## config.mk

```make
export PLATFORM = sky130hd
export DESIGN_NAME = can_payload_segmenter_flat
export DESIGN_NICKNAME = d
export VERILOG_FILES = /design/src/design/cps_pkg.sv /design/src/design/cps_channels.sv /design/src/design/cps_frame_builder.sv /design/src/design/can_payload_segmenter.sv /design/src/flat_wrapper.sv
export SDC_FILE = /design/constraint.sdc
export NUM_CORES = 1
export LEC_CHECK = 0
export BUFFER_PORTS_ARGS = -buffer_cell sky130_fd_sc_hd__buf_2
export CELL_PAD_IN_SITES_DETAIL_PLACEMENT = 1
export CELL_PAD_IN_SITES_GLOBAL_PLACEMENT = 1
export CORE_AREA = 2 2 169 130
export DETAILED_ROUTE_END_ITERATION = 8
export DIE_AREA = 0 0 171 132
export PLACE_DENSITY_LB_ADDON = 0.1
export SETUP_SLACK_MARGIN = 0.02
export SLEW_MARGIN = 15
export SYNTH_ARGS = -nofsm -noshare
export SYNTH_HDL_FRONTEND = slang
export SYNTH_SLANG_ARGS = --single-unit
```

## constraint.sdc

```tcl
create_clock -name clock -period 10.78 [get_ports clock]
set_clock_uncertainty 0.1 [all_clocks]
set_input_delay 1.078 -clock clock [delete_from_list [all_inputs] [get_ports clock]]
set_output_delay 1.078 -clock clock [all_outputs]
set_load 0.01 [all_outputs]
```

## src/design/cps_pkg.sv

```systemverilog
`default_nettype none
package cps_pkg;

   localparam logic [3:0] KIND_FILL      = 4'd5;
   localparam logic [3:0] KIND_FILL_LONG = 4'd6;
   localparam logic [3:0] KIND_PROCESS   = 4'd7;
   localparam logic [3:0] KIND_SHORT     = 4'd8;

   localparam logic       CSR_BRIDGE_ID = 1'b0;
   localparam logic       CSR_DEST_ID   = 1'b1;

   localparam logic [7:0] BRIDGE_ID_RESET = 8'd254;
   localparam logic [7:0] DEST_ID_RESET   = 8'd69;

   localparam int         CHUNK_BYTES      = 7;
   localparam logic [2:0] CHUNK_SIZE_SHORT = 3'd7;
   localparam logic [2:0] CHUNK_SIZE_LONG  = 3'd6;
   localparam logic [15:0] SHORT_MSG_MAX   = 16'd6;
   localparam logic [15:0] OFFSET_BYTE_MAX = 16'd255;

   localparam logic [15:0] CRC_POLY = 16'h1021;

   typedef struct packed {
      logic [11:0]     can_id;
      logic [3:0]      frame_len;
      logic [7:0][7:0] data;
      logic            message_done;
      logic            too_long;
   } frame_type;

   function automatic logic [15:0] crc16_step(input logic [15:0] crc, input logic [7:0] b);
      logic [15:0] c;
      c = crc ^ {b, 8'h00};
      for (int i = 0; i < 8; i++) begin
         if (c[15]) begin
            c = {c[14:0], 1'b0} ^ CRC_POLY;
         end else begin
            c = {c[14:0], 1'b0};
         end
      end
      return c;
   endfunction

endpackage
`default_nettype wire

```

## src/design/cps_channels.sv

```systemverilog
`default_nettype none
interface cps_req_if;
   logic       valid;
   logic       ready;
   logic [7:0] data_byte;
   logic       last_byte;

   modport source (output valid, output data_byte, output last_byte, input ready);
   modport sink   (input valid, input data_byte, input last_byte, output ready);
endinterface

interface cps_rsp_if;
   logic        valid;
   logic        ready;
   logic [11:0] can_id;
   logic [3:0]  frame_len;
   logic [7:0]  frame_b0;
   logic [7:0]  frame_b1;
   logic [7:0]  frame_b2;
   logic [7:0]  frame_b3;
   logic [7:0]  frame_b4;
   logic [7:0]  frame_b5;
   logic [7:0]  frame_b6;
   logic [7:0]  frame_b7;
   logic        message_done;
   logic        too_long;

   modport source (output valid, output can_id, output frame_len,
                   output frame_b0, output frame_b1, output frame_b2, output frame_b3,
                   output frame_b4, output frame_b5, output frame_b6, output frame_b7,
                   output message_done, output too_long, input ready);
   modport sink   (input valid, input can_id, input frame_len,
                   input frame_b0, input frame_b1, input frame_b2, input frame_b3,
                   input frame_b4, input frame_b5, input frame_b6, input frame_b7,
                   input message_done, input too_long, output ready);
endinterface
`default_nettype wire

```

## src/design/cps_frame_builder.sv

```systemverilog
`default_nettype none
module cps_frame_builder #(
   parameter int MAX_PAYLOAD = 512,
   parameter int CNT_W       = $clog2(MAX_PAYLOAD + 1)
) (
   input  wire logic [7:0]       data_byte,
   input  wire logic             last_byte,
   input  wire logic [7:0]       bridge_id,
   input  wire logic [7:0]       dest_id,
   input  wire logic [CNT_W-1:0] byte_count,
   input  wire logic [CNT_W-1:0] chunk_start,
   input  wire logic [2:0]       pending_count,
   input  wire logic [7:0]       pending_bytes [cps_pkg::CHUNK_BYTES],
   input  wire logic [15:0]      running_crc,
   input  wire logic             overflowed,
   output logic [CNT_W-1:0]      byte_count_in,
   output logic [CNT_W-1:0]      chunk_start_in,
   output logic [2:0]            pending_count_in,
   output logic [15:0]           running_crc_in,
   output logic                  overflowed_in,
   output logic                  pending_wr,
   output logic [1:0]            frame_cnt,
   output cps_pkg::frame_type    frame_a,
   output cps_pkg::frame_type    frame_b
);

   logic [CNT_W-1:0]   count_next;
   logic [2:0]         pend_next;
   logic [15:0]        crc_next;
   logic               full;
   logic               long_offset;
   logic               short_sent;
   logic [15:0]        start16;
   logic [15:0]        count16;
   logic [7:0]         eff [cps_pkg::CHUNK_BYTES];
   cps_pkg::frame_type short_frame;
   cps_pkg::frame_type fill_frame;
   cps_pkg::frame_type tail_frame;

   assign count_next  = byte_count + CNT_W'(1);
   assign pend_next   = pending_count + 3'd1;
   assign crc_next    = cps_pkg::crc16_step(running_crc, data_byte);
   assign full        = (byte_count >= CNT_W'(MAX_PAYLOAD));
   assign start16     = 16'(chunk_start);
   assign count16     = 16'(count_next);
   assign long_offset = (start16 > cps_pkg::OFFSET_BYTE_MAX);

   // pending bytes with the incoming byte merged in, zero past the fill level
   always_comb begin
      for (int i = 0; i < cps_pkg::CHUNK_BYTES; i++) begin
         if (3'(i) == pending_count) begin
            eff[i] = data_byte;
         end else if (3'(i) < pending_count) begin
            eff[i] = pending_bytes[i];
         end else begin
            eff[i] = 8'h00;
         end
      end
   end

   always_comb begin
      short_frame              = '0;
      short_frame.can_id       = {cps_pkg::KIND_SHORT, dest_id};
      short_frame.frame_len    = 4'(pend_next) + 4'd2;
      short_frame.data[0]      = bridge_id;
      short_frame.message_done = 1'b1;
      for (int i = 0; i < 6; i++) begin
         short_frame.data[2+i] = eff[i];
      end

      fill_frame = '0;
      if (long_offset) begin
         fill_frame.can_id    = {cps_pkg::KIND_FILL_LONG, dest_id};
         fill_frame.frame_len = 4'(pend_next) + 4'd2;
         fill_frame.data[0]   = start16[15:8];
         fill_frame.data[1]   = start16[7:0];
         for (int i = 0; i < 6; i++) begin
            fill_frame.data[2+i] = eff[i];
         end
      end else begin
         fill_frame.can_id    = {cps_pkg::KIND_FILL, dest_id};
         fill_frame.frame_len = 4'(pend_next) + 4'd1;
         fill_frame.data[0]   = start16[7:0];
         for (int i = 0; i < 7; i++) begin
            fill_frame.data[1+i] = eff[i];
         end
      end

      tail_frame              = '0;
      tail_frame.message_done = 1'b1;
      if (overflowed || full) begin
         tail_frame.too_long = 1'b1;
      end else begin
         tail_frame.can_id    = {cps_pkg::KIND_PROCESS, dest_id};
         tail_frame.frame_len = 4'd6;
         tail_frame.data[0]   = bridge_id;
         tail_frame.data[2]   = count16[15:8];
         tail_frame.data[3]   = count16[7:0];
         tail_frame.data[4]   = crc_next[15:8];
         tail_frame.data[5]   = crc_next[7:0];
      end
   end

   always_comb begin
      byte_count_in    = byte_count;
      chunk_start_in   = chunk_start;
      pending_count_in = pending_count;
      running_crc_in   = running_crc;
      overflowed_in    = overflowed;
      pending_wr       = 1'b0;
      frame_cnt        = 2'd0;
      frame_a          = '0;
      frame_b          = '0;
      short_sent       = 1'b0;

      if (!overflowed) begin
         if (full) begin
            overflowed_in = 1'b1;
         end else begin
            running_crc_in   = crc_next;
            pending_wr       = 1'b1;
            pending_count_in = pend_next;
            byte_count_in    = count_next;
            if (last_byte && (count16 <= cps_pkg::SHORT_MSG_MAX)) begin
               frame_a    = short_frame;
               frame_cnt  = 2'd1;
               short_sent = 1'b1;
            end else if (last_byte || (pend_next >= (long_offset ? cps_pkg::CHUNK_SIZE_LONG
                                                                 : cps_pkg::CHUNK_SIZE_SHORT)))
            begin
               frame_a          = fill_frame;
               frame_cnt        = 2'd1;
               chunk_start_in   = chunk_start + CNT_W'(pend_next);
               pending_count_in = 3'd0;
            end
         end
      end

      if (last_byte && !short_sent) begin
         if (frame_cnt == 2'd1) begin
            frame_b   = tail_frame;
            frame_cnt = 2'd2;
         end else begin
            frame_a   = tail_frame;
            frame_cnt = 2'd1;
         end
      end

      // end of message returns all message state to its idle values
      if (last_byte) begin
         byte_count_in    = '0;
         chunk_start_in   = '0;
         pending_count_in = 3'd0;
         running_crc_in   = 16'h0000;
         overflowed_in    = 1'b0;
      end
   end

endmodule
`default_nettype wire

```

## src/design/can_payload_segmenter.sv

```systemverilog
// output: first frame of a byte is on rsp in the cycle after the byte transfer;
//   a second frame (process or error after a fill) waits in next_ff behind it
// throughput: one byte per cycle while rsp is ready; a byte that yields two
//   frames holds off the next byte until the two-entry queue has drained to its head
// reset: synchronous, clears message state, output queue and node ids (254, 69)
`default_nettype none
module can_payload_segmenter #(
   parameter int MAX_PAYLOAD = 512
) (
   input  wire logic  clock,
   input  wire logic  reset,
   cps_req_if.sink    req_ch,
   cps_rsp_if.source  rsp_ch,
   input  wire logic  csr_wr_en,
   input  wire logic  csr_index,
   input  wire logic [7:0] csr_wdata
);

   localparam int CNT_W = $clog2(MAX_PAYLOAD + 1);

   logic [7:0]         bridge_id_ff;
   logic [7:0]         dest_id_ff;
   logic [CNT_W-1:0]   byte_count_ff;
   logic [CNT_W-1:0]   byte_count_in;
   logic [CNT_W-1:0]   chunk_start_ff;
   logic [CNT_W-1:0]   chunk_start_in;
   logic [2:0]         pending_count_ff;
   logic [2:0]         pending_count_in;
   logic [15:0]        running_crc_ff;
   logic [15:0]        running_crc_in;
   logic               overflowed_ff;
   logic               overflowed_in;
   logic [7:0]         pending_bytes_ff [cps_pkg::CHUNK_BYTES];
   logic               pending_wr;
   logic [1:0]         frame_cnt;
   cps_pkg::frame_type frame_a;
   cps_pkg::frame_type frame_b;

   cps_pkg::frame_type head_ff;
   cps_pkg::frame_type head_in;
   cps_pkg::frame_type next_ff;
   cps_pkg::frame_type next_in;
   logic               head_vld_ff;
   logic               head_vld_in;
   logic               next_vld_ff;
   logic               next_vld_in;

   logic               req_xfer;
   logic               rsp_xfer;

   cps_frame_builder #(
      .MAX_PAYLOAD (MAX_PAYLOAD),
      .CNT_W       (CNT_W)
   ) u_builder (
      .data_byte        (req_ch.data_byte),
      .last_byte        (req_ch.last_byte),
      .bridge_id        (bridge_id_ff),
      .dest_id          (dest_id_ff),
      .byte_count       (byte_count_ff),
      .chunk_start      (chunk_start_ff),
      .pending_count    (pending_count_ff),
      .pending_bytes    (pending_bytes_ff),
      .running_crc      (running_crc_ff),
      .overflowed       (overflowed_ff),
      .byte_count_in    (byte_count_in),
      .chunk_start_in   (chunk_start_in),
      .pending_count_in (pending_count_in),
      .running_crc_in   (running_crc_in),
      .overflowed_in    (overflowed_in),
      .pending_wr       (pending_wr),
      .frame_cnt        (frame_cnt),
      .frame_a          (frame_a),
      .frame_b          (frame_b)
   );

   // room for two frames once the head leaves
   assign req_ch.ready = !head_vld_ff || (!next_vld_ff && rsp_ch.ready);
   assign req_xfer     = req_ch.valid && req_ch.ready;
   assign rsp_xfer     = rsp_ch.valid && rsp_ch.ready;

   always_comb begin
      head_in     = head_ff;
      next_in     = next_ff;
      head_vld_in = head_vld_ff;
      next_vld_in = next_vld_ff;
      if (rsp_xfer) begin
         head_in     = next_ff;
         head_vld_in = next_vld_ff;
         next_vld_in = 1'b0;
      end
      if (req_xfer) begin
         head_in     = frame_a;
         next_in     = frame_b;
         head_vld_in = (frame_cnt != 2'd0);
         next_vld_in = (frame_cnt == 2'd2);
      end
   end

   always_ff @(posedge clock) begin
      head_ff <= head_in;
      next_ff <= next_in;
      if (req_xfer && pending_wr) begin
         pending_bytes_ff[pending_count_ff] <= req_ch.data_byte;
      end
      if (reset) begin
         head_vld_ff      <= 1'b0;
         next_vld_ff      <= 1'b0;
         byte_count_ff    <= '0;
         chunk_start_ff   <= '0;
         pending_count_ff <= 3'd0;
         running_crc_ff   <= 16'h0000;
         overflowed_ff    <= 1'b0;
         bridge_id_ff     <= cps_pkg::BRIDGE_ID_RESET;
         dest_id_ff       <= cps_pkg::DEST_ID_RESET;
      end else begin
         head_vld_ff <= head_vld_in;
         next_vld_ff <= next_vld_in;
         if (req_xfer) begin
            byte_count_ff    <= byte_count_in;
            chunk_start_ff   <= chunk_start_in;
            pending_count_ff <= pending_count_in;
            running_crc_ff   <= running_crc_in;
            overflowed_ff    <= overflowed_in;
         end
         if (csr_wr_en) begin
            unique case (csr_index)
               cps_pkg::CSR_BRIDGE_ID: bridge_id_ff <= csr_wdata;
               cps_pkg::CSR_DEST_ID:   dest_id_ff   <= csr_wdata;
               default: ;
            endcase
         end
      end
   end

   assign rsp_ch.valid        = head_vld_ff;
   assign rsp_ch.can_id       = head_ff.can_id;
   assign rsp_ch.frame_len    = head_ff.frame_len;
   assign rsp_ch.frame_b0     = head_ff.data[0];
   assign rsp_ch.frame_b1     = head_ff.data[1];
   assign rsp_ch.frame_b2     = head_ff.data[2];
   assign rsp_ch.frame_b3     = head_ff.data[3];
   assign rsp_ch.frame_b4     = head_ff.data[4];
   assign rsp_ch.frame_b5     = head_ff.data[5];
   assign rsp_ch.frame_b6     = head_ff.data[6];
   assign rsp_ch.frame_b7     = head_ff.data[7];
   assign rsp_ch.message_done = head_ff.message_done;
   assign rsp_ch.too_long     = head_ff.too_long;

endmodule
`default_nettype wire

```

## src/flat_wrapper.sv

```systemverilog
// flat-port wrapper written by rule: the top's interface ports become plain ports
module can_payload_segmenter_flat 
#(
   parameter int MAX_PAYLOAD = 512
)
  (clock, reset, csr_wr_en, csr_index, csr_wdata, req_ch_valid, req_ch_data_byte, req_ch_last_byte, req_ch_ready, rsp_ch_valid, rsp_ch_can_id, rsp_ch_frame_len, rsp_ch_frame_b0, rsp_ch_frame_b1, rsp_ch_frame_b2, rsp_ch_frame_b3, rsp_ch_frame_b4, rsp_ch_frame_b5, rsp_ch_frame_b6, rsp_ch_frame_b7, rsp_ch_message_done, rsp_ch_too_long, rsp_ch_ready);
  cps_req_if req_ch_i ();
  cps_rsp_if rsp_ch_i ();
  input  wire logic clock;
  input  wire logic reset;
  input  wire logic csr_wr_en;
  input  wire logic csr_index;
  input  wire logic [7:0] csr_wdata;
  input wire logic [$bits(req_ch_i.valid)-1:0] req_ch_valid;
  input wire logic [$bits(req_ch_i.data_byte)-1:0] req_ch_data_byte;
  input wire logic [$bits(req_ch_i.last_byte)-1:0] req_ch_last_byte;
  output wire logic [$bits(req_ch_i.ready)-1:0] req_ch_ready;
  output wire logic [$bits(rsp_ch_i.valid)-1:0] rsp_ch_valid;
  output wire logic [$bits(rsp_ch_i.can_id)-1:0] rsp_ch_can_id;
  output wire logic [$bits(rsp_ch_i.frame_len)-1:0] rsp_ch_frame_len;
  output wire logic [$bits(rsp_ch_i.frame_b0)-1:0] rsp_ch_frame_b0;
  output wire logic [$bits(rsp_ch_i.frame_b1)-1:0] rsp_ch_frame_b1;
  output wire logic [$bits(rsp_ch_i.frame_b2)-1:0] rsp_ch_frame_b2;
  output wire logic [$bits(rsp_ch_i.frame_b3)-1:0] rsp_ch_frame_b3;
  output wire logic [$bits(rsp_ch_i.frame_b4)-1:0] rsp_ch_frame_b4;
  output wire logic [$bits(rsp_ch_i.frame_b5)-1:0] rsp_ch_frame_b5;
  output wire logic [$bits(rsp_ch_i.frame_b6)-1:0] rsp_ch_frame_b6;
  output wire logic [$bits(rsp_ch_i.frame_b7)-1:0] rsp_ch_frame_b7;
  output wire logic [$bits(rsp_ch_i.message_done)-1:0] rsp_ch_message_done;
  output wire logic [$bits(rsp_ch_i.too_long)-1:0] rsp_ch_too_long;
  input wire logic [$bits(rsp_ch_i.ready)-1:0] rsp_ch_ready;
  assign req_ch_i.valid = req_ch_valid;
  assign req_ch_i.data_byte = req_ch_data_byte;
  assign req_ch_i.last_byte = req_ch_last_byte;
  assign req_ch_ready = req_ch_i.ready;
  assign rsp_ch_valid = rsp_ch_i.valid;
  assign rsp_ch_can_id = rsp_ch_i.can_id;
  assign rsp_ch_frame_len = rsp_ch_i.frame_len;
  assign rsp_ch_frame_b0 = rsp_ch_i.frame_b0;
  assign rsp_ch_frame_b1 = rsp_ch_i.frame_b1;
  assign rsp_ch_frame_b2 = rsp_ch_i.frame_b2;
  assign rsp_ch_frame_b3 = rsp_ch_i.frame_b3;
  assign rsp_ch_frame_b4 = rsp_ch_i.frame_b4;
  assign rsp_ch_frame_b5 = rsp_ch_i.frame_b5;
  assign rsp_ch_frame_b6 = rsp_ch_i.frame_b6;
  assign rsp_ch_frame_b7 = rsp_ch_i.frame_b7;
  assign rsp_ch_message_done = rsp_ch_i.message_done;
  assign rsp_ch_too_long = rsp_ch_i.too_long;
  assign rsp_ch_i.ready = rsp_ch_ready;
  can_payload_segmenter #(.MAX_PAYLOAD(MAX_PAYLOAD)) u_core (.clock(clock), .reset(reset), .req_ch(req_ch_i), .rsp_ch(rsp_ch_i), .csr_wr_en(csr_wr_en), .csr_index(csr_index), .csr_wdata(csr_wdata));
endmodule
```

* Yosys cells after proc, flatten, opt, wreduce, memory -nomap -nowiden
Cells that the tools add are included.
Operators by class: $add $sub $neg 5, magnitude comparators 13, equality and inequality tests 11, multiplexer cells 74, bitwise operators 11, reduce and logical (&&, ||, !) cells 22
Operator list (count):
- 82-bit two-way mux | 8
- 8-bit two-way mux | 16
- 13-bit two-way mux | 8
- 10-bit two-way mux | 8
- 78-bit two-way mux | 1
- 56-bit bitwise mux | 1
- 16-bit two-way mux | 3
- 32-bit two-way mux | 1
- 8-bit demux with 3-bit select | 1
- 3-bit NOT | 8
- 1-bit two-way mux | 18
- 16-bit bitwise XOR | 1
- 15-bit two-way mux | 1
- 3-bit two-way mux | 5
- 10-bit by 1-bit adder with 10-bit output (second input constant) | 1
- 10-bit by 3-bit adder with 10-bit output | 1
- 10-bit greater-or-equal comparator (second input constant) | 1
- 10-bit by 8-bit greater-than comparator with 1-bit output (second input constant) | 1
- 10-bit by 3-bit less-or-equal comparator with 1-bit output (second input constant) | 1
- 3-bit equality test (first input constant) | 3
- 3-bit less-than comparator (first input constant) | 3
- 1-bit logical AND | 7
- 2-bit by 3-bit equality test with 1-bit output (first input constant) | 2
- 1-bit by 3-bit less-than comparator with 1-bit output (first input constant) | 2
- other kinds (21) | 34
Storage, ports and cells: register bits after elaboration 277, bits of input ports 23, logic and storage cells 176

* Depth between registers and ports, before layout
Gate-level depths: netlist (run 1).
word-level depth 21, mapped depth 12

* Hierarchy
From an unflattened synthesis (run 1), not the netlist that was laid out.
Unflattened totals: cells, all modules 1192, area, all modules 14183.6 um^2
Modules (own cells, without submodules):
- can_payload_segmenter | times used 1, cells each 582, area an instance 10216.0 um^2, seq. area each 7767.4 um^2
- cps_frame_builder | times used 1, cells each 610, area an instance 3967.6 um^2, seq. area each 0.0 um^2

* Least setup slack after synthesis (run 1)
OpenSTA, ideal clock, no wires.
kind in2reg, from input port req_ch_valid, to register u_core.head_ff (netlist bit u_core.rsp_ch.can_id[0]), enable pin, library setup time 0.638 ns, arrival 6.924 ns, required time 10.042 ns, slack 3.118 ns, stages 2, buffers on the path 0, cell sequence inv_1 o21ai_0
On the way: cells in the longest elaborated chain, start to end 2
RTL lines:
- start, declared | RTL line flat_wrapper.sv:14 | input wire logic [$bits(req_ch_i.valid)-1:0] req_ch_valid;
- 1-bit logical AND | RTL line can_payload_segmenter.sv:78 | assign req_xfer = req_ch.valid && req_ch.ready;
- 2-bit nonzero test (no source line)
- end signal, assigned | RTL line can_payload_segmenter.sv:100 | head_ff <= head_in;
- end, declared | RTL line can_payload_segmenter.sv:39 | cps_pkg::frame_type head_ff;
Every way passes these cells. A chain may end at the register's enable or synchronous reset.

* Worst setup path in the final report (run 1)
from register u_core.pending_count_ff[1], to register u_core.head_ff (netlist bit u_core.rsp_ch.frame_b1[1]) (data pin)
On the way: cells in the longest elaborated chain, start to end 11, elaborated cells on any way between the ends 20, those cells by class 1 x add/sub; 2 x order compare; 1 x eq/ne; 14 x mux; 2 x reduce/logical
RTL lines:
- start, declared | RTL line can_payload_segmenter.sv:27 | logic [2:0] pending_count_ff;
- start signal, assigned | RTL line can_payload_segmenter.sv:121 | pending_count_ff <= pending_count_in;
- 3-bit by 1-bit adder with 3-bit output / 1-bit by 3-bit less-than comparator with 1-bit output (equally long branches) | RTL line cps_frame_builder.sv:41, cps_frame_builder.sv:53
- 3-bit greater-or-equal comparator / 8-bit two-way mux (equally long branches) | RTL line cps_frame_builder.sv:128, cps_frame_builder.sv:53
- 1-bit logical OR / 8-bit two-way mux (equally long branches) | RTL line cps_frame_builder.sv:128, cps_frame_builder.sv:51
- 1-bit two-way mux / 78-bit two-way mux (equally long branches) | RTL line cps_frame_builder.sv:128, cps_frame_builder.sv:72
- 1-bit two-way mux / 82-bit two-way mux (equally long branches) | RTL line cps_frame_builder.sv:124, cps_frame_builder.sv:128
- 1-bit two-way mux / 82-bit two-way mux (equally long branches) | RTL line cps_frame_builder.sv:117, cps_frame_builder.sv:124
- 1-bit two-way mux / 82-bit two-way mux (equally long branches) | RTL line cps_frame_builder.sv:116, cps_frame_builder.sv:117
- 2-bit by 1-bit equality test with 1-bit output / 82-bit two-way mux (equally long branches) | RTL line cps_frame_builder.sv:140, cps_frame_builder.sv:116
- 82-bit two-way mux | RTL line cps_frame_builder.sv:140 | if (frame_cnt == 2'd1) begin
- 82-bit two-way mux * | RTL line cps_frame_builder.sv:139 | if (last_byte && !short_sent) begin
- 82-bit two-way mux * | RTL line can_payload_segmenter.sv:91 | if (req_xfer) begin
Mark *: on every way between the ends. The rest lies on a longest branch, timed or not.

==> results.sh, run 1 <==
export IMPL_outcome="complete, no violations"
export IMPL_seq_area_frac_synth=0.6330
export IMPL_cts_sinks=241
export IMPL_crit_path_start_kind="flip-flop"
export IMPL_cp_slowest_cell="dfxtp_1"
export IMPL_nets=1009
export IMPL_multi_input_area_um2=3556
export IMPL_clockRootBuffer="clkbuf_16"
export IMPL_fill_cells=2189
export IMPL_drtAntennaViolNets=0
export IMPL_async_reset_ff_frac=0
export IMPL_syn_area_per_cell_um2=11.74
export IMPL_grt_pass1_wl_um=46560
export IMPL_place_area_um2=11230
export IMPL_hpwlAfterDp_um=20120
export IMPL_wl_per_cell_um=23.61
export IMPL_p_leak_nw=4.353
export IMPL_peakVddDrop_v=0.00009497
export IMPL_end_kind="flip-flop"
export IMPL_grt_pass1_vias=7790
export IMPL_hold_viol=0
export IMPL_drive_gt1_frac=0.1715
export IMPL_slew_headroom=0.2216
export IMPL_fin_area_um2=11990
export IMPL_post_route_min_period_ps=4207
export IMPL_antenna_found_initial=0
export IMPL_drt_iter0_drc=738
export IMPL_core_um2=20840
export IMPL_critPathMaxStageDelay_ps=850
export IMPL_critPathMaxFanout=25
export IMPL_syn_to_final_growth_pct=14.05
export IMPL_syn_area_um2=10520
export IMPL_synth_edff_count=183
export IMPL_ys_ff_latch=241
export IMPL_timing_fmax_ghz=0.2377
export IMPL_power_density_nw_per_um2=174.6
export IMPL_regArea_um2=6656
export IMPL_clk_latency_ps=530
export IMPL_clk_pin_slew_worst_paths_ps=60
export IMPL_die_h_um=132
export IMPL_grt_usage=0.2687
export IMPL_synthCells=896
export IMPL_cts_buffers=24
export IMPL_routed_wl_um=30200
export IMPL_grt_setup_unrepaired="no"
export IMPL_die_w_um=171
export IMPL_tritoncts="done"
export IMPL_cp_cell_sequence="ha_1 -> xor2_1 -> ha_1 -> nor2b_1 -> a21oi_1 -> and2_1 -> nor2_1 -> nand2_1 -> a211oi_1"
export IMPL_maxCapViolCount=0
export IMPL_numPortBuffers=106
export IMPL_num_antenna_cells=0
export IMPL_cp_required_ps=11020
export IMPL_cts_setup_buffers=0
export IMPL_cts_htree_levels=1
export IMPL_num_rows=46
export IMPL_ys_warn_count=0
export IMPL_hold_buffers=0
export IMPL_crit_top_cell="ha_1"
export IMPL_gp_congestion=0.8340
export IMPL_drtPass1Iterations=5
export IMPL_tightest_slew_ps=1159
export IMPL_ys_dominant_reg_cell="edfxtp_1"
export IMPL_synth_cell_types=63
export IMPL_viasPerCell=5.980
export IMPL_setup_tns_ps=0
export IMPL_setup_viol=0
export IMPL_grt_start_max_net_pins=53
export IMPL_finalCritPeriodShare=0.3903
export IMPL_syn_num_nets=932
export IMPL_slew_violations=0
export IMPL_drc_errors=0
export IMPL_vias=7648
export IMPL_die_area_um2=22570
export IMPL_start_util=0.5047
export IMPL_crit_type="reg -> reg"
export IMPL_io_pins=107
export IMPL_clk_path_buf_depth=3
export IMPL_hold_path_class="reg -> reg"
export IMPL_cts_resized=0
export IMPL_cp_arrival_ps=4450
export IMPL_grt_ovfl_total=0
[per-layer routing]
metal  vias to the layer above  track usage  wire, um
met3                        40      0.03482      1813
met1                      3879       0.4060     13890
met4                         0      0.05885       604
met2                       265       0.4162     13890
met5                         -            0         0
li1                       3464            -         -
[through the flow]
step / hold slack, ps / setup WS, ps / power [mW] / util / instances
floorplan: 344.4 / 3118 / 1.214 / - / 896
global placement: 356.3 / 6905 / 1.281 / 0.5384 / 1235
detailed placement: 363.2 / 6658 / 1.291 / 0.5389 / 1235
CTS: 375.9 / 6657 / 2.101 / 0.5752 / 1279
global route: 417.0 / 6261 / 2.159 / 0.5756 / 1279
finish: 371.4 / 6573 / 2.094 / 0.5756 / 1279
[placed cells by master, fill, tap and decap left out, types with 4 or more instances in the layout]
master     instances
a211o_1           10
o31a_1             4
a22oi_1           24
clkbuf_1          10
nor4_1             5
xor2_1            13
o21ai_0           48
buf_2            106
dfxtp_1           58
a211oi_1           8
o22ai_1           24
o221ai_1          21
nand2_1          131
nor2b_1           12
a221o_1            8
edfxtp_1         183
ha_1              12
or3_1              4
nor3_1            10
clkbuf_16         25
inv_1             16
a22o_1            25
o211ai_1           5
and3_1             5
nand3_1           10
buf_4              8
and2_1            28
xnor2_1           30
clkinv_2           4
nand4_1            4
or2_2              4
a21oi_1           20
nor2_1            62
[cell type report]
cell class | instances | area share
Sequential cell | 241 | 0.5550
Inverter | 19 | 0.005947
Multi-Input combinational cell | 573 | 0.2965
Clock buffer | 38 | 0.05874
Tap cell | 288 | 0.03005
Timing Repair Buffer | 114 | 0.04924
Clock inverter | 6 | 0.004486
[state kept, by name, summed over array words and instances (netlist names), 10 cells and up]
register                 flops
u_core.pending_bytes_ff     56
u_core.running_crc_ff       16
u_core.next_ff              45
u_core.byte_count_ff        10
u_core.chunk_start_ff       10
u_core.rsp_ch.can_id        12
[critical path, delay by kind of cell (launching register included)]
| kind | cells | cell delay [ps] |
|---|---|---|
| AO/OA/AOI/OAI | 2 | 440 |
| AND/OR/NAND/NOR | 4 | 1590 |
| XOR/XNOR | 1 | 430 |
| adder cells (fa/ha/maj) | 2 | 610 |
| flip-flops | 1 | 850 |
[synthesized netlist by cell type, types with 2 or more instances]
cell type	count	area [um2]
buf_6	3	33.78
o22ai_1	24	150.1
a221o_1	8	80.08
o211ai_1	5	37.54
nor2_2	2	12.51
o21a_1	3	22.52
and3_1	5	31.28
nor4_1	5	31.28
a21oi_1	20	100.1
nor3b_1	2	15.01
o31ai_1	3	22.52
xor2_1	13	113.9
or2_2	4	25.02
ha_1	12	150.1
buf_2	13	65.06
nand4_1	4	25.02
clkbuf_1	42	157.7
nand3_1	10	50.05
edfxtp_1	183	5495
nand3b_1	3	22.52
o21ai_1	2	10.01
xnor2_1	30	262.8
or3_1	4	25.02
buf_1	3	11.26
and2_1	28	175.2
a21o_1	3	22.52
inv_2	2	7.510
nor3_1	12	60.06
nand2_1	131	491.7
nor2_1	62	232.7
o31a_1	4	35.03
a211oi_1	9	67.56
o21ai_0	49	245.2
a22oi_1	24	180.2
dfxtp_1	58	1161
a22o_1	25	219.0
nand2b_1	3	18.77
o221ai_1	21	183.9
a211o_1	10	87.58
inv_1	17	63.81
nor2b_1	13	81.33
[path summary, 6_finish.rpt]
kind,start,endpoint,slack [ps],depth (start not counted)
setup reg to reg,u_core.pending_count_ff[1],u_core.rsp_ch.frame_b1[1],6570,9
hold reg to reg,u_core.running_crc_ff[12],u_core.running_crc_ff[12],370,2
hold / removal,u_core.running_crc_ff[12],u_core.running_crc_ff[12],370,2
setup / recovery,u_core.pending_count_ff[1],u_core.rsp_ch.frame_b1[1],6570,9
[power breakdown]
part	total [mW]	leakage (nW)	switching, mW	internal, mW
sequential	1.08	2.27	0.0203	1.06
combinational	0.197	1.71	0.135	0.0619
clock	0.821	0.373	0.350	0.471
[logic make-up after synthesis]
| kind of cell | Yosys count | share of synthesized area |
|---|---|---|
| buf+inv | 82 | 0.03344 |
| mux | 1 | 0.0009520 |
| other cells | 1 | 0.0003566 |
| fa+ha+maj | 13 | 0.01618 |
| compound gates | 218 | 0.1464 |
| flops | 241 | 0.6330 |
| xor+xnor | 43 | 0.03582 |
| simple gates | 297 | 0.1339 |
(Power assumes the default switching activity.)
==> run 2, diff against run 1 <==
--- a/config.mk
+++ b/config.mk
@@ -5,12 +5,13 @@
 export SDC_FILE = /design/constraint.sdc
 export NUM_CORES = 1
 export LEC_CHECK = 0
+export ABC_AREA = 1
 export BUFFER_PORTS_ARGS = -buffer_cell sky130_fd_sc_hd__buf_2
 export CELL_PAD_IN_SITES_DETAIL_PLACEMENT = 1
 export CELL_PAD_IN_SITES_GLOBAL_PLACEMENT = 1
-export CORE_AREA = 2 2 169 130
+export CORE_AREA = 2 2 187 143
 export DETAILED_ROUTE_END_ITERATION = 8
-export DIE_AREA = 0 0 171 132
+export DIE_AREA = 0 0 189 145
 export PLACE_DENSITY_LB_ADDON = 0.1
 export SETUP_SLACK_MARGIN = 0.02
 export SLEW_MARGIN = 15
==> constraint.sdc (replaced) <==
create_clock -name clock -period 3.74 [get_ports clock]
set_clock_uncertainty 0.1 [all_clocks]
set_input_delay 0.374 -clock clock [delete_from_list [all_inputs] [get_ports clock]]
set_output_delay 0.374 -clock clock [all_outputs]
set_load 0.01 [all_outputs]
==> results.sh, run 2 <==
export IMPL_grt_start_max_net_pins=78
export IMPL_startpoint="u_core.pending_count_ff[1]"
export IMPL_ys_warn_count=0
export IMPL_grt_pass1_vias=8254
export IMPL_r2r_slack_ps=500
export IMPL_timing_fmax_ghz=0.3083
export IMPL_clk_latency_ps=540
export IMPL_synth_area_leaders="edfxtp_1 52%, dfxtp_1 11%, nand2_1 7.5%, nand3_1 5.5%, nor2_1 3.6%"
export IMPL_routed_wl_um=32890
export IMPL_p_leak_nw=5.019
export IMPL_crit_type="reg -> reg"
export IMPL_fill_cells=2912
export IMPL_synth_cell_types=42
export IMPL_syn_area_um2=10650
export IMPL_outcome="complete, no violations"
export IMPL_critPathMaxFanout=34
export IMPL_synth_adder_area_share=0.01598
export IMPL_r2r_end="u_core.rsp_ch.frame_b6[4]"
export IMPL_ys_dominant_reg_cell="edfxtp_1"
export IMPL_slew_headroom=0.3428
export IMPL_syn_to_final_growth_pct=17.71
export IMPL_synth_top_family_by_area="simple AND/OR/NAND/NOR gates"
export IMPL_grt_usage=0.2379
export IMPL_crit_buf_inv=3
export IMPL_drtAntennaViolNets=0
export IMPL_syn_area_per_cell_um2=10.02
export IMPL_yosys_area_share_simple=0.1897
export IMPL_async_reset_ff_frac=0
export IMPL_synth_top_cell_area_share=0.5162
export IMPL_hpwlAfterDp_um=22740
export IMPL_dr_wl_met2_um=14170
export IMPL_viasPerCell=5.361
export IMPL_seq_area_frac_synth=0.6253
export IMPL_num_antenna_cells=0
export IMPL_dp_slack_ps=578.4
export IMPL_cts_buffers=26
export IMPL_grt_setup_unrepaired="no"
export IMPL_final_cells=1547
export IMPL_layout_common_cells="214 x nand2_1, 183 x edfxtp_1, 118 x nand3_1, 106 x buf_2, 102 x nor2_1"
export IMPL_synth_edff_count=183
export IMPL_tritoncts="done"
export IMPL_vias=8294
export IMPL_gp_congestion=0.8574
export IMPL_cp_slowest_cell="dfxtp_1"
export IMPL_grt_ovfl_total=0
export IMPL_multi_input_area_um2=3440
export IMPL_tightest_slew_ps=982.1
export IMPL_crit_family="flip-flops"
export IMPL_hold_path_class="in -> reg"
export IMPL_die_area_um2=27410
export IMPL_crit_path_end="u_core.rsp_ch.frame_b6[4]"
export IMPL_clockRootBuffer="clkbuf_16"
export IMPL_post_synth_top_count_cell="nand2_1"
export IMPL_regArea_um2=6656
export IMPL_maxCapViolCount=0
export IMPL_dp_cells=1493
export IMPL_synth_compound_area_frac=0.09180
export IMPL_clk_path_buf_depth=3
export IMPL_cp_depth=12
export IMPL_core_um2=25590
export IMPL_crit_path_start_kind="flip-flop"
export IMPL_cts_setup_buffers=0
export IMPL_drive_gt1_frac=0.1604
export IMPL_cts_resized=0
export IMPL_end_kind="flip-flop"
export IMPL_setup_viol=0
export IMPL_drc_errors=0
export IMPL_top_register="u_core.pending_bytes_ff"
export IMPL_slew_violations=0
export IMPL_hold_viol=0
export IMPL_yosys_area_top_type="edfxtp_1"
export IMPL_setup_tns_ps=0
export IMPL_finalCritPeriodShare=0.8672
export IMPL_cp_cell_sequence="inv_1 -> ha_1 -> ha_1 -> inv_1 -> nor2_1 -> nor2_1 -> nand2_2 -> nand2_1 -> nand2_2 -> buf_4 -> nand3_1 -> o21ai_1"
export IMPL_grt_pass1_wl_um=50180
export IMPL_largest_reg_flops=56
export IMPL_peakVddDrop_v=0.0003099
export IMPL_drtPass1Iterations=5
export IMPL_cp_arrival_ps=3510
export IMPL_fin_ws_ps=496.6
export IMPL_die_w_um=189
export IMPL_met3_length_um=2198
export IMPL_io_pins=107
export IMPL_clk_pin_slew_worst_paths_ps=60
export IMPL_top_layer="met4"
export IMPL_r2r_cells=12
export IMPL_yosys_mux_area_fraction=0
export IMPL_critPathMaxStageDelay_ps=740
export IMPL_synth_xor_xnor_area_share=0.02457
export IMPL_numPortBuffers=106
export IMPL_num_rows=51
export IMPL_nets=1219
export IMPL_fin_util=0.4897
export IMPL_cts_sinks=241
export IMPL_start_util=0.4160
export IMPL_largestRegisters="u_core.pending_bytes_ff (56), u_core.next_ff (45), u_core.running_crc_ff (16)"
export IMPL_cp_required_ps=4000
export IMPL_antenna_found_initial=0
export IMPL_syn_num_nets=1098
export IMPL_wirelength_met1_um=15860
export IMPL_final_common_cell="nand2_1"
export IMPL_r2r_start="u_core.pending_count_ff[1]"
export IMPL_die_h_um=145
export IMPL_ys_ff_latch=241
export IMPL_cts_htree_levels=1
export IMPL_synth_top_cells_by_count="214 x nand2_1, 183 x edfxtp_1, 118 x nand3_1, 103 x nor2_1, 90 x inv_1"
export IMPL_drt_iter0_drc=551
export IMPL_wl_per_cell_um=21.26
export IMPL_synthCells=1062
export IMPL_power_density_nw_per_um2=515.8
export IMPL_post_route_min_period_ps=3243
==> run 2: worst min-delay path by stage <==
stage                     slack, ps                  from  depth (start not counted)                     end
after floorplan                 330  u_core.overflowed_ff                          2    u_core.overflowed_ff
after global placement          340  u_core.overflowed_ff                          2    u_core.overflowed_ff
after detailed placement        350  u_core.overflowed_ff                          2    u_core.overflowed_ff
after CTS                        10          csr_wdata[3]                          3  u_core.bridge_id_ff[3]
after global routing             30          csr_wdata[4]                          3  u_core.bridge_id_ff[4]
final                            30          csr_wdata[4]                          3  u_core.bridge_id_ff[4]
==> run 2: per-stage QoR <==
step | hold slack [ps] | area (um2) | total power, mW
floorplan | 325.5 | 10650 | 3.606
global route | 27.38 | 12530 | 6.698
CTS | 10.15 | 12530 | 6.513
detailed placement | 349.5 | 11600 | 3.919
global placement | 336.5 | 11600 | 3.908
finish | 26.23 | 12530 | 6.463
==> run 2: cell families after synthesis <==
| kind of cell | count (synthesis) |
|---|---|
| compound gates | 168 |
| buf+inv | 139 |
| xor+xnor | 29 |
| simple gates | 471 |
| fa+ha+maj | 13 |
| other cells | 1 |
| flops | 241 |
==> run 2: area by class of cell <==
class,instances,area share
Clock inverter,5,0.004893
Sequential cell,241,0.5312
Inverter,99,0.03015
Timing Repair Buffer,133,0.06071
Multi-Input combinational cell,682,0.2745
Clock buffer,43,0.06420
Tap cell,344,0.03435
==> run 2: metal layers <==
layer | global-route usage | up-vias
met1 | 0.3585 | 4106
met3 | 0.04910 | 46
li1 | - | 3906
met5 | 0 | -
met4 | 0.05117 | 0
met2 | 0.3520 | 236
==> run 2: where the power goes <==
group	internal (mW)	switching (mW)	leakage [nW]
Combinational	0.209	0.509	2.31
Sequential	3.08	0.0758	2.28
Clock	1.53	1.06	0.427
==> run 2: what timing repair did <==
action / in CTS / in global routing
setup endpoints to repair: 0 / 0
endpoints found under the hold margin: 8 / 0
hold buffers: 6 / 0
==> run 2: worst register-to-register path: cells and delay by family, from the launching register on <==
| kind | cells | cell delay, ps |
|---|---|---|
| AO/OA/AOI/OAI | 1 | 150 |
| adder cells (fa/ha/maj) | 2 | 680 |
| buffers and inverters | 3 | 670 |
| flip-flops | 1 | 740 |
| AND/OR/NAND/NOR | 6 | 750 |
==> run 3, diff against run 2 <==
--- a/config.mk
+++ b/config.mk
@@ -10,6 +10,7 @@
 export CELL_PAD_IN_SITES_DETAIL_PLACEMENT = 1
 export CELL_PAD_IN_SITES_GLOBAL_PLACEMENT = 1
 export CORE_AREA = 2 2 187 143
+export CTS_BUF_LIST = sky130_fd_sc_hd__clkbuf_4 sky130_fd_sc_hd__clkbuf_8 sky130_fd_sc_hd__clkbuf_16
 export DETAILED_ROUTE_END_ITERATION = 8
 export DIE_AREA = 0 0 189 145
 export PLACE_DENSITY_LB_ADDON = 0.1
==> results.sh, run 3 (synthesis results as in run 2) <==
export IMPL_end_kind="flip-flop"
export IMPL_nets=1219
export IMPL_tritoncts="done"
export IMPL_die_h_um=145
export IMPL_clk_pin_slew_worst_paths_ps=60
export IMPL_drc_errors=0
export IMPL_largestRegisters="u_core.pending_bytes_ff (56), u_core.next_ff (45), u_core.running_crc_ff (16)"
export IMPL_antenna_found_initial=0
export IMPL_wl_per_cell_um=21.21
export IMPL_post_route_min_period_ps=3245
export IMPL_gp_congestion=0.8574
export IMPL_grt_ovfl_total=0
export IMPL_numPortBuffers=106
export IMPL_clockRootBuffer="clkbuf_16"
export IMPL_drt_iter0_drc=605
export IMPL_grt_setup_unrepaired="no"
export IMPL_grt_start_max_net_pins=78
export IMPL_critPathMaxStageDelay_ps=740
export IMPL_cts_htree_levels=1
export IMPL_hold_viol=0
export IMPL_hpwlAfterDp_um=22740
export IMPL_switching_share=0.2519
export IMPL_cp_arrival_ps=3510
export IMPL_hold_path_class="in -> reg"
export IMPL_finalCritPeriodShare=0.8677
export IMPL_slew_headroom=0.3370
export IMPL_crit_buf_inv=3
export IMPL_setup_tns_ps=0
export IMPL_setup_viol=0
export IMPL_cts_buffers=26
export IMPL_num_rows=51
export IMPL_clk_path_buf_depth=3
export IMPL_drtPass1Iterations=5
export IMPL_critPathMaxFanout=34
export IMPL_clk_latency_ps=540
export IMPL_syn_to_final_growth_pct=17.99
export IMPL_viasPerCell=5.351
export IMPL_peakVddDrop_v=0.0003100
export IMPL_tightest_slew_ps=990.8
export IMPL_crit_type="reg -> reg"
export IMPL_intPower_mw=4.875
export IMPL_crit_family="flip-flops"
export IMPL_p_comb_frac=0.110
export IMPL_cts_resized=0
export IMPL_grt_usage=0.2383
export IMPL_die_w_um=189
export IMPL_grt_pass1_wl_um=50260
export IMPL_p_leak_nw=5.046
export IMPL_dp_slack_ps=578.4
export IMPL_cp_slowest_cell="dfxtp_1"
export IMPL_finalPower_mw=6.516
export IMPL_cts_sinks=241
export IMPL_maxCapViolCount=0
export IMPL_layout_common_cells="214 x nand2_1, 183 x edfxtp_1, 118 x nand3_1, 106 x buf_2, 102 x nor2_1"
export IMPL_final_common_cell="nand2_1"
export IMPL_largest_reg_flops=56
export IMPL_cp_cell_sequence="inv_1 -> ha_1 -> ha_1 -> inv_1 -> nor2_1 -> nor2_1 -> nand2_2 -> nand2_1 -> nand2_2 -> buf_4 -> nand3_1 -> o21ai_1"
export IMPL_crit_path_start_kind="flip-flop"
export IMPL_die_area_um2=27410
export IMPL_power_frac_clock=0.406
export IMPL_outcome="complete, no violations"
export IMPL_seq_power_share=0.484
export IMPL_p_sw_mw=1.641
export IMPL_routed_wl_um=32820
export IMPL_grt_pass1_vias=8260
export IMPL_drive_gt1_frac=0.1671
export IMPL_top_register="u_core.pending_bytes_ff"
export IMPL_drtAntennaViolNets=0
export IMPL_core_um2=25590
export IMPL_hold_worst_slack_ps=25.12
export IMPL_fill_cells=2910
export IMPL_fin_ws_ps=494.9
export IMPL_timing_fmax_ghz=0.3082
export IMPL_slew_violations=0
export IMPL_power_density_nw_per_um2=518.7
export IMPL_num_antenna_cells=0
export IMPL_start_util=0.4160
export IMPL_vias=8278
export IMPL_cp_required_ps=4000
export IMPL_io_pins=107
==> run 3: cell counts in the layout (fill, tap and decap cells not counted) <==
No cell type changed its count.
==> run 3: final timing paths <==
path / cells after the start / startpoint / slack (ps) / endpoint
max: 12 / u_core.pending_count_ff[1] / 490 / u_core.rsp_ch.frame_b6[4]
min: 3 / csr_wdata[3] / 30 / u_core.dest_id_ff[3]
max reg2reg: 12 / u_core.pending_count_ff[1] / 490 / u_core.rsp_ch.frame_b6[4]
min reg2reg: 2 / u_core.overflowed_ff / 350 / u_core.overflowed_ff
==> run 3: layer usage <==
layer  routed length (um)  vias up  global-route usage
met4                  651        0             0.05195
met1                15740     4076              0.3578
met5                    0        -                   0
met3                 2242       44             0.05080
met2                14180      250              0.3526
li1                     -     3908                   -
==> run 3: area by class of cell <==
cell class              instances  area [um2]  area share
flip-flops and latches        241        6656      0.5299
clock buffers                  43       834.6     0.06644
clock inverters                 5       61.31    0.004881
inverters                      99       377.9     0.03008
repair buffers                133       760.7     0.06056
multi-input cells             682        3440      0.2738
well taps                     344       430.4     0.03427
==> run 3: power groups by stage <==
stage	combinational, mW	sequential [mW]	clock (mW)
3_3_place_gp	0.700	3.21	0
2_1_floorplan	0.360	3.25	0
6_report	0.716	3.15	2.65
3_5_place_dp	0.710	3.21	0
4_1_cts	0.721	3.15	2.70
5_1_grt	0.787	3.17	2.80
==> run 3: timing repair <==
item,in CTS,in global routing
hold endpoints to repair,8,0
hold buffers,6,0
buffers inserted,0,0
==> run 3: per-stage QoR <==
step / area, um2 / util / cells
after floorplan: 10650 / - / 1062
after CTS: 12560 / 0.4909 / 1547
final: 12560 / 0.4909 / 1547
after detailed placement: 11600 / 0.4535 / 1493
after global routing: 12560 / 0.4909 / 1547
after global placement: 11600 / 0.4535 / 1493
==> run 3: worst register-to-register path, cell delays in order (launching register included) <==
cell     delay (ps)
dfxtp_1         740
inv_1           220
ha_1            460
ha_1            220
inv_1            60
nor2_1           90
nor2_1           50
nand2_2         160
nand2_1         110
nand2_2         100
buf_4           390
nand3_1         240
o21ai_1         150
